### config.mk
export PLATFORM = sky130hd
export DESIGN_NAME = cmapa_ctrl
export DESIGN_NICKNAME = d
export VERILOG_FILES = /design/src/rtl/cmapa_pkg.sv /design/src/rtl/cmapa_ctrl.sv
export SDC_FILE = /design/constraint.sdc
export NUM_CORES = 1
export LEC_CHECK = 0
export ABC_AREA = 1
export BUFFER_PORTS_ARGS = -buffer_cell sky130_fd_sc_hd__buf_4
export CAP_MARGIN = 5
export CORE_AREA = 2 2 39 41
export DETAILED_ROUTE_END_ITERATION = 8
export DIE_AREA = 0 0 41 43
export PLACE_DENSITY = 0.73
export SYNTH_ARGS = -nofsm -noshare
export SYNTH_HDL_FRONTEND = slang
export SYNTH_SLANG_ARGS = --single-unit
### constraint.sdc
create_clock -name clock -period 2.1 [get_ports clock]
set_input_delay 0.21 -clock clock [delete_from_list [all_inputs] [get_ports clock]]
set_output_delay 0.21 -clock clock [all_outputs]
set_load 0.02 [all_outputs]
### src/rtl/cmapa_pkg.sv
// Shared package for the cascaded moving average pulse height block.
// Holds register indexes, fixed field widths and the controller/datapath bundles.
// No dependencies.
package cmapa_pkg;

   // Register indexes on the configuration port.
   localparam logic [1:0] CSR_RECORD_LENGTH = 2'd0;
   localparam logic [1:0] CSR_PRETRIGGER    = 2'd1;
   localparam logic [1:0] CSR_WINDOW_SIZE   = 2'd2;
   localparam logic [1:0] CSR_PASS_COUNT    = 2'd3;

   // Fixed widths from the field and register definitions.
   localparam int CNT_W    = 13;   // record length, positions, divisors
   localparam int WIN_REG_W = 10;
   localparam int PASS_W   = 3;
   localparam int SAMPLE_W = 8;
   localparam int X_W      = 24;   // fixed-point value, 16 fraction bits
   localparam int ENERGY_W = 25;
   localparam int BASE_W   = X_W + CNT_W;

   // Reciprocal of five for an exact floor divide of a 15-bit value.
   localparam logic [16:0] RECIP5 = 17'd52429;

   // Commands from the controller to the datapath.
   typedef struct packed {
      logic              accept;     // take the input item, open a record if needed
      logic              mem_rd;     // read the delay store for the current pass
      logic              upd;        // update window sum, write delay store, start divide
      logic              x_load;     // take the quotient as the next pass input
      logic              post;       // peak, baseline and position update
      logic              bdiv_start; // start the baseline mean divide
      logic              emit;       // load the result register
      logic [PASS_W-1:0] pass;       // current pass index
   } cmd_type;

   // Status from the datapath to the controller.
   typedef struct packed {
      logic              div_done;
      logic              last;       // this sample ends the record
      logic              rsp_full;   // result register cannot take a new item
      logic [PASS_W-1:0] pass_count; // passes latched for the record
   } status_type;

endpackage

### src/rtl/cmapa_ctrl.sv
// Controller state machine: sequences the passes of one sample through the
// delay store and the shared divider. Depends on cmapa_pkg.
module cmapa_ctrl
   import cmapa_pkg::*;
(
   input  logic       clock,
   input  logic       reset,
   input  logic       in_valid,
   output logic       in_ready,
   input  status_type st,
   output cmd_type    cmd
);
   localparam logic [2:0] S_IDLE   = 3'd0;
   localparam logic [2:0] S_READ   = 3'd1;
   localparam logic [2:0] S_UPD    = 3'd2;
   localparam logic [2:0] S_DIV    = 3'd3;
   localparam logic [2:0] S_POST   = 3'd4;
   localparam logic [2:0] S_BSTART = 3'd5;
   localparam logic [2:0] S_BDIV   = 3'd6;
   localparam logic [2:0] S_EMIT   = 3'd7;

   logic [2:0]        state_ff, state_in;
   logic [PASS_W-1:0] pass_ff, pass_in;

   // Next state and command decode.
   always_comb begin
      state_in = state_ff;
      pass_in  = pass_ff;
      cmd      = '0;
      cmd.pass = pass_ff;
      in_ready = 1'b0;
      unique case (state_ff)
         S_IDLE: begin
            in_ready = 1'b1;
            if (in_valid) begin
               cmd.accept = 1'b1;
               pass_in    = '0;
               state_in   = S_READ;
            end
         end
         S_READ: begin
            cmd.mem_rd = 1'b1;
            state_in   = S_UPD;
         end
         S_UPD: begin
            cmd.upd  = 1'b1;
            state_in = S_DIV;
         end
         S_DIV: begin
            if (st.div_done) begin
               cmd.x_load = 1'b1;
               if ({1'b0, pass_ff} + 1'b1 < {1'b0, st.pass_count}) begin
                  pass_in  = pass_ff + 1'b1;
                  state_in = S_READ;
               end else begin
                  state_in = S_POST;
               end
            end
         end
         S_POST: begin
            cmd.post = 1'b1;
            state_in = st.last ? S_BSTART : S_IDLE;
         end
         S_BSTART: begin
            cmd.bdiv_start = 1'b1;
            state_in       = S_BDIV;
         end
         S_BDIV: begin
            if (st.div_done) state_in = S_EMIT;
         end
         S_EMIT: begin
            if (!st.rsp_full) begin
               cmd.emit = 1'b1;
               state_in = S_IDLE;
            end
         end
         default: state_in = S_IDLE;
      endcase
   end

   always_ff @(posedge clock) begin
      if (reset) begin
         state_ff <= S_IDLE;
         pass_ff  <= '0;
      end else begin
         state_ff <= state_in;
         pass_ff  <= pass_in;
      end
   end

endmodule

Yosys cells after proc, flatten, opt, wreduce, memory -nomap -nowiden
Cells that the tools add are included.

storage, ports and cells
  register bits after elaboration = 6
  output and inout port bits = 11

operators by class
  multiplexer cells = 22
  magnitude comparators = 1
  reduce and logical (&&, ||, !) cells = 4
  $add $sub $neg = 2
  equality and inequality tests = 12

operator list
  operator                                                         count
  3-bit two-way mux                                                9
  3-bit case mux with 8 select lines                               1
  3-bit == test, second input constant                             4
  1-bit two-way mux                                                11
  2-bit != test, second input constant                             5
  4-bit AND reduction                                              2
  3-bit by 2-bit == test with 1-bit output, second input constant  2
  3-bit case mux with 2 select lines                               1
  3-bit by 1-bit adder with 4-bit output, second input constant    1
  4-bit by 3-bit less-than comparator with 1-bit output            1
  3-bit by 1-bit adder with 3-bit output, second input constant    1
  3-bit by 1-bit == test with 1-bit output, second input constant  1
  3-bit logical NOT                                                1
  2-bit nonzero test                                               1

Depth between registers and ports, before layout
Gate-level depths: netlist of the first run.

  depth after elaboration = 5
  mapped depth = 11
  gate-level depth less buffers = 11

Least setup slack after synthesis of the first run
No wires, ideal clock.

  path type = reg-to-reg
  start = register pass_ff[0]
  end = register pass_ff[0]
  setup slack = 408 ps
  cell stages (with the launch flop) = 11
  clock period less this slack = 1692 ps
  arrival time = 1576 ps
  cells stage by stage = dfxtp_1 > ha_1 > ha_1 > nand2_1 > nand2_1 > nand2_1 > nand3_1 > nand2_1 > nand3_1 > nand2_1 > nor2_1

on the way
  word-level cells in the longest chain between the ends = 4
  elaborated cells on any way between the ends = 8
  those cells by class = add/sub (2); order compare (1); eq/ne (1); mux (3); reduce/logical (1)

ends and longest elaborated chain
  what                                                                                                     RTL line                            RTL
  from (decl)                                                                                              cmapa_ctrl.sv:23                    logic [PASS_W-1:0] pass_ff, pass_in;
  from (signal assigned)                                                                                   cmapa_ctrl.sv:87                    pass_ff <= pass_in;
  3-bit by 1-bit adder with 4-bit output / 3-bit by 1-bit adder with 3-bit output (equally long branches)  cmapa_ctrl.sv:52, cmapa_ctrl.sv:53
  4-bit by 3-bit less-than comparator with 1-bit output / 3-bit two-way mux (equally long branches)        cmapa_ctrl.sv:52                    if ({1'b0, pass_ff} + 1'b1 < {1'b0, st.pass_count}) begin
  2-bit != test (no line) / 3-bit two-way mux (equally long branches)                                      -
  4-bit AND reduction (no line) / 3-bit case mux with 2 select lines (equally long branches)               -

Parallel ways exist; a longest one is shown, timed or not. The select of a mux whose other input is x is not followed.
A chain may end at the register's enable or synchronous reset.

Final worst setup path of the first run
Ends and elaborated chain as after synthesis.

==> results of run 1 <==
[cells by family (layout without fill, tap and decap cells)]
group	after synthesis	after routing	synth area share
flops	6	6	0.234
compound gates	8	8	0.0878
simple gates	50	50	0.454
fa+ha+maj	3	3	0.0732
buf+inv	18	39	0.134
xor+xnor	1	1	0.0171
[cell usage after synthesis]
master   instances  area [um2]
nand2_2          2        12.5
or2_0            1        6.26
o21ai_2          1        8.76
inv_1           14        52.6
nor2_1          11        41.3
buf_2            1        5.00
nor2_4           2        22.5
a21oi_1          4        20.0
nor3_1           1        5.00
ha_1             3        37.5
nor2_2           1        6.26
dfxtp_1          6         120
o21ai_1          2        10.0
xor2_1           1        8.76
nand2_4          1        11.3
nand3_1          9        45.0
nand2_1         22        82.6
inv_2            3        11.3
a31oi_1          1        6.26
[metrics by stage]
stage                     power [mW]  setup slack, ns   util
after floorplan                0.703            0.408      -
after global placement         0.885            0.449  0.485
after detailed placement       0.893            0.412  0.485
after CTS                       1.00            0.393  0.501
after global routing            1.10            0.221  0.501
final                          0.991            0.387  0.501
[where the power goes]
part           internal (mW)  switching, mW
Combinational          0.258          0.397
Clock                 0.0643         0.0369
Sequential             0.163         0.0728
Total                  0.485          0.506
[worst max-delay path by stage]
stage	start	endpoint	slack, ns	cells after the start
detailed placement	pass_ff[0]$_SDFFE_PP0P_	pass_ff[0]$_SDFFE_PP0P_	0.41	10
finish	pass_ff[0]$_SDFFE_PP0P_	pass_ff[0]$_SDFFE_PP0P_	0.39	10
global route	pass_ff[0]$_SDFFE_PP0P_	pass_ff[2]$_SDFFE_PP0P_	0.22	9
floorplan	pass_ff[0]$_SDFFE_PP0P_	pass_ff[0]$_SDFFE_PP0P_	0.41	10
global placement	pass_ff[0]$_SDFFE_PP0P_	pass_ff[2]$_SDFFE_PP0P_	0.45	10
CTS	pass_ff[0]$_SDFFE_PP0P_	pass_ff[0]$_SDFFE_PP0P_	0.39	10
[metal layers]
| layer | GRT usage | part of all wire | vias to the layer above |
|---|---|---|---|
| met3 | 0.0785 | 0.078 | 0 |
| met5 | 0 | 0 | - |
| met2 | 0.231 | 0.45 | 21 |
| met4 | 0.0200 | 0 | 0 |
| li1 | - | - | 310 |
| met1 | 0.194 | 0.47 | 241 |
[state kept, by name, indices dropped and copies added, names as in the netlist]
name and flops:
state_ff 3, pass_ff 3
[worst reg2reg max path: cells and delay by family, from the launching register on]
kind                     cells  cell delay [ns]
adder cells (fa/ha/maj)      2             0.55
flip-flops                   1             0.41
AND/OR/NAND/NOR              8             0.63
[final cells by class]
cell class | instances | area share
multi-input cells | 62 | 0.468
flip-flops and latches | 6 | 0.173
inverters | 17 | 0.0921
clock buffers | 3 | 0.0325
repair buffers | 19 | 0.206
well taps | 16 | 0.0289
==> flow_summary.json, run 1 <==
{
  "antenna_found_initial": 0,
  "fp.dieH_um": 43,
  "cts.path.max_buffers": 2,
  "ys_ff_latch": 6,
  "mostFrequentLayoutCells": "22 x nand2_1, 19 x buf_4, 14 x inv_1",
  "clock_skew_ns": 0.00255,
  "register_area_um2": 120,
  "fin_crit_ns": 1.71,
  "r2r_setup_slack_ns": 0.39,
  "worstSetupPathType": "reg2reg",
  "synth_cell_types": 19,
  "fmax_ghz": 0.584,
  "die-area_um2": 1760,
  "fin_nets": 121,
  "min-delay-start": "reset",
  "synth_fp_nets": 98,
  "end_kind": "register",
  "vias": 572,
  "cts_buffers": 3,
  "status": "complete, no violations",
  "final_common_cell": "nand2_1",
  "startpoint_type": "register",
  "hold_path.class": "in2reg",
  "synth-seq-area-share": 0.234,
  "layoutNonFillerInstCount": 123,
  "rows": 14,
  "path_buf_inv": 0,
  "slew_violations": 0,
  "tns_ns": 0,
  "ant_nets": 0,
  "p_per_area_nw_per_um2": 1430,
  "crit_chain": "ha_1 > ha_1 > nand2_1 > nand2_1 > nand2_1 > nand3_1 > nand2_1 > nand3_1 > nand2_1 > nor2_1",
  "cts-htree-levels": 1,
  "r2r-end": "pass_ff[0]$_SDFFE_PP0P_",
  "p_leak_nw": 0.399,
  "synth_area_um2": 513,
  "synth.avg_cell_area_um2": 5.97,
  "area_growth_pct": 35.1,
  "post_drt_wl_per_cell_um": 8.92,
  "drt-pass1-iter-count": 4,
  "gp_congestion": 0.732,
  "drv_cap": 0,
  "syn_inst": 86,
  "via_per_inst": 4.65,
  "hold_depth": 4,
  "hold-worst-slack_ns": 0.292,
  "grt_use_total": 0.153,
  "final_cell_area_um2": 693,
  "drt_iter0_drc": 13,
  "wl_um": 1100,
  "max_stage_delay_ns": 0.41,
  "cp_top_family": "simple AND/OR/NAND/NOR gates",
  "worst_ep_required_time_ns": 2.23,
  "max_slew.worst_pin.slew_ns": 0.379,
  "fillerInstances": 149,
  "core_area_um2": 1380,
  "finalSetupViolations": 0,
  "ff2ff_path_depth": 10,
  "dp.cells": 120,
  "crit_arrival_ns": 1.84,
  "top_level_ports": 20,
  "peakVddDrop_mv": 0.727,
  "slew_headroom": 0.747,
  "cpMostUsedCell": "nand2_1",
  "cts_setup_buffers": 0,
  "holdBufCountCts": 0,
  "cts-root-buf": "clkbuf_4",
  "gr-total-overflow": 0,
  "diodes": 0,
  "clk_pin_slew_worst_paths_ns": 0.04,
  "multi_input_area_um2": 324,
  "grt_max_degree": 9,
  "period_share": 0.815,
  "drive_gt1_frac": 0.299,
  "route.detailed.drc": 0,
  "cts-resized-gates": 0,
  "clkLatencyLatePin_ns": 0.24,
  "grt_pass1_wl_um": 1870,
  "io_buffers": 19,
  "grt_pass1_vias": 491,
  "hold_viol": 0,
  "cp_slowest_cell": "dfxtp_1",
  "rsz0062_at_grt": "no",
  "hold-path-endpoint": "pass_ff[0]$_SDFFE_PP0P_",
  "placed_area_um2": 671,
  "worst_r2r_startpoint": "pass_ff[0]$_SDFFE_PP0P_",
  "cts_tree": "yes",
  "floorplan.die.width_um": 41,
  "cts.sink_count": 6,
  "yosysWarnings": 0,
  "start_util": 0.371,
  "hpwl_um": 886,
  "critical_path.max_fanout": 7
}
Note: power is estimated with default switching activity, not from simulation.
==> inputs of run 2 (changes only) <==
==> constraint.sdc (replaced) <==
create_clock -name clock -period 1.6 [get_ports clock]
set_input_delay 0.16 -clock clock [delete_from_list [all_inputs] [get_ports clock]]
set_output_delay 0.16 -clock clock [all_outputs]
set_load 0.02 [all_outputs]
==> flow_summary.json, run 2 (same netlist as run 1, synthesis figures left out) <==
{
  "period_share": 0.952,
  "cts.path.max_buffers": 2,
  "area_growth_pct": 46.3,
  "r2r_setup_slack_ns": 0.08,
  "end_kind": "register",
  "grt_max_degree": 9,
  "hold-worst-slack_ns": 0.219,
  "slew_violations": 0,
  "fillerInstances": 143,
  "gp_congestion": 0.730,
  "cts_tree": "yes",
  "p_leak_nw": 0.413,
  "grt_pass1_vias": 444,
  "start_util": 0.371,
  "ff2ff_path_depth": 9,
  "peakVddDrop_mv": 0.879,
  "cts_buffers": 3,
  "fin_nets": 123,
  "drt-pass1-iter-count": 5,
  "cts_setup_buffers": 0,
  "hpwl_um": 915,
  "status": "complete, no violations",
  "p_per_area_nw_per_um2": 1930,
  "worstSetupPathType": "reg2reg",
  "cts-htree-levels": 1,
  "final_common_cell": "buf_4",
  "slew_headroom": 0.753,
  "rows": 14,
  "r2r-end": "pass_ff[0]$_SDFFE_PP0P_",
  "mostFrequentLayoutCells": "21 x buf_4, 20 x nand2_1, 14 x inv_1",
  "fp.dieH_um": 43,
  "gr-total-overflow": 0,
  "hold_viol": 0,
  "place_ws_ns": -0.0229,
  "via_per_inst": 4.78,
  "hold_path.class": "in2reg",
  "drv_cap": 0,
  "grt_use_total": 0.143,
  "clock_skew_ns": 0.00715,
  "holdBufCountCts": 0,
  "route.detailed.drc": 0,
  "grt_pass1_wl_um": 1700,
  "crit_arrival_ns": 1.65,
  "drt_iter0_drc": 9,
  "fin_crit_ns": 1.52,
  "hold-path-endpoint": "pass_ff[1]$_SDFFE_PP0P_",
  "setup_ws_ns": 0.0769,
  "vias": 597,
  "core_area_um2": 1380,
  "wl_um": 1190,
  "finalSetupViolations": 0,
  "top_level_ports": 20,
  "min-delay-start": "reset",
  "clk_pin_slew_worst_paths_ns": 0.05,
  "hold_depth": 4,
  "post_drt_wl_per_cell_um": 9.54,
  "top_regs": "pass_ff x3, state_ff x3",
  "worst_r2r_startpoint": "pass_ff[1]$_SDFFE_PP0P_",
  "cts.sink_count": 6,
  "cts-root-buf": "clkbuf_4",
  "clkLatencyLatePin_ns": 0.24,
  "max_slew.worst_pin.slew_ns": 0.370,
  "diodes": 0,
  "floorplan.die.width_um": 41,
  "antenna_found_initial": 0,
  "startpoint_type": "register",
  "critical_path.max_fanout": 7,
  "ant_nets": 0,
  "io_buffers": 19,
  "drive_gt1_frac": 0.385,
  "die-area_um2": 1760,
  "fmax_ghz": 0.657,
  "worst_ep_required_time_ns": 1.73
}
[run 2: changes by cell type in the layout (fill, tap and decap cells not counted), moves of 2 or more]
cell / change
buf_4: +2
dfxtp_1: -2
dfxtp_2: +2
nand2_1: -2
nand3_1: -2
nand3_2: +2
[run 2: critical path, cell delays in order, from the launching register on]
cell and delay (ns):
dfxtp_2 0.33, ha_4 0.16, xor2_2 0.15, ha_1 0.30, nand2_2 0.09, nand3_2 0.09, nand2_4 0.12, nand3_1 0.07
nand2_1 0.06, nor2_1 0.04
[run 2: area by class of cell]
type,count,area [um2],area share
clock buffers,3,22.5,0.0300
inverters,17,63.8,0.0850
multi-input cells,62,364,0.485
flip-flops and latches,6,123,0.163
well taps,16,20.0,0.0267
repair buffers,21,158,0.210
[run 2: routing by layer]
| layer | routed length, um | up-vias | track usage |
|---|---|---|---|
| li1 | - | 314 | - |
| met1 | 457 | 260 | 0.161 |
| met2 | 637 | 23 | 0.228 |
| met3 | 98 | 0 | 0.0681 |
| met4 | 0 | 0 | 0.0400 |
| met5 | 0 | - | 0 |
[run 2: what timing repair did]
item	CTS	global route
setup endpoints to repair	3	4
gates resized for setup	1	6
pin swaps	0	1
[run 2: metrics by stage]
stage	utilization	power, mW	cells	TNS [ns]	area (um2)
floorplan	-	0.929	86	0	515
global placement	0.497	1.21	122	0	688
detailed placement	0.497	1.22	122	-0.0485	688
CTS	0.515	1.38	125	0	713
global route	0.542	1.59	125	-0.0699	751
finish	0.542	1.45	125	0	751
[run 2: worst max path at each step]
stage | startpoint | endpoint | slack, ns | cells after the start
after global placement | pass_ff[0]$_SDFFE_PP0P_ | pass_ff[2]$_SDFFE_PP0P_ | 0.02 | 10
after floorplan | pass_ff[0]$_SDFFE_PP0P_ | pass_ff[0]$_SDFFE_PP0P_ | 0.02 | 10
final | pass_ff[1]$_SDFFE_PP0P_ | pass_ff[0]$_SDFFE_PP0P_ | 0.08 | 9
after detailed placement | pass_ff[0]$_SDFFE_PP0P_ | pass_ff[2]$_SDFFE_PP0P_ | -0.02 | 10
after CTS | pass_ff[0]$_SDFFE_PP0P_ | pass_ff[2]$_SDFFE_PP0P_ | 0.01 | 10
after global routing | pass_ff[0]$_SDFFE_PP0P_ | pass_ff[0]$_SDFFE_PP0P_ | -0.03 | 9
[run 2: power by group]
group	internal, mW	total [mW]	switching (mW)	leakage [nW]
combinational	0.406	0.998	0.592	0.349
clock	0.0847	0.137	0.0519	0.0138
sequential	0.219	0.312	0.0928	0.0503
total	0.710	1.45	0.737	0.413
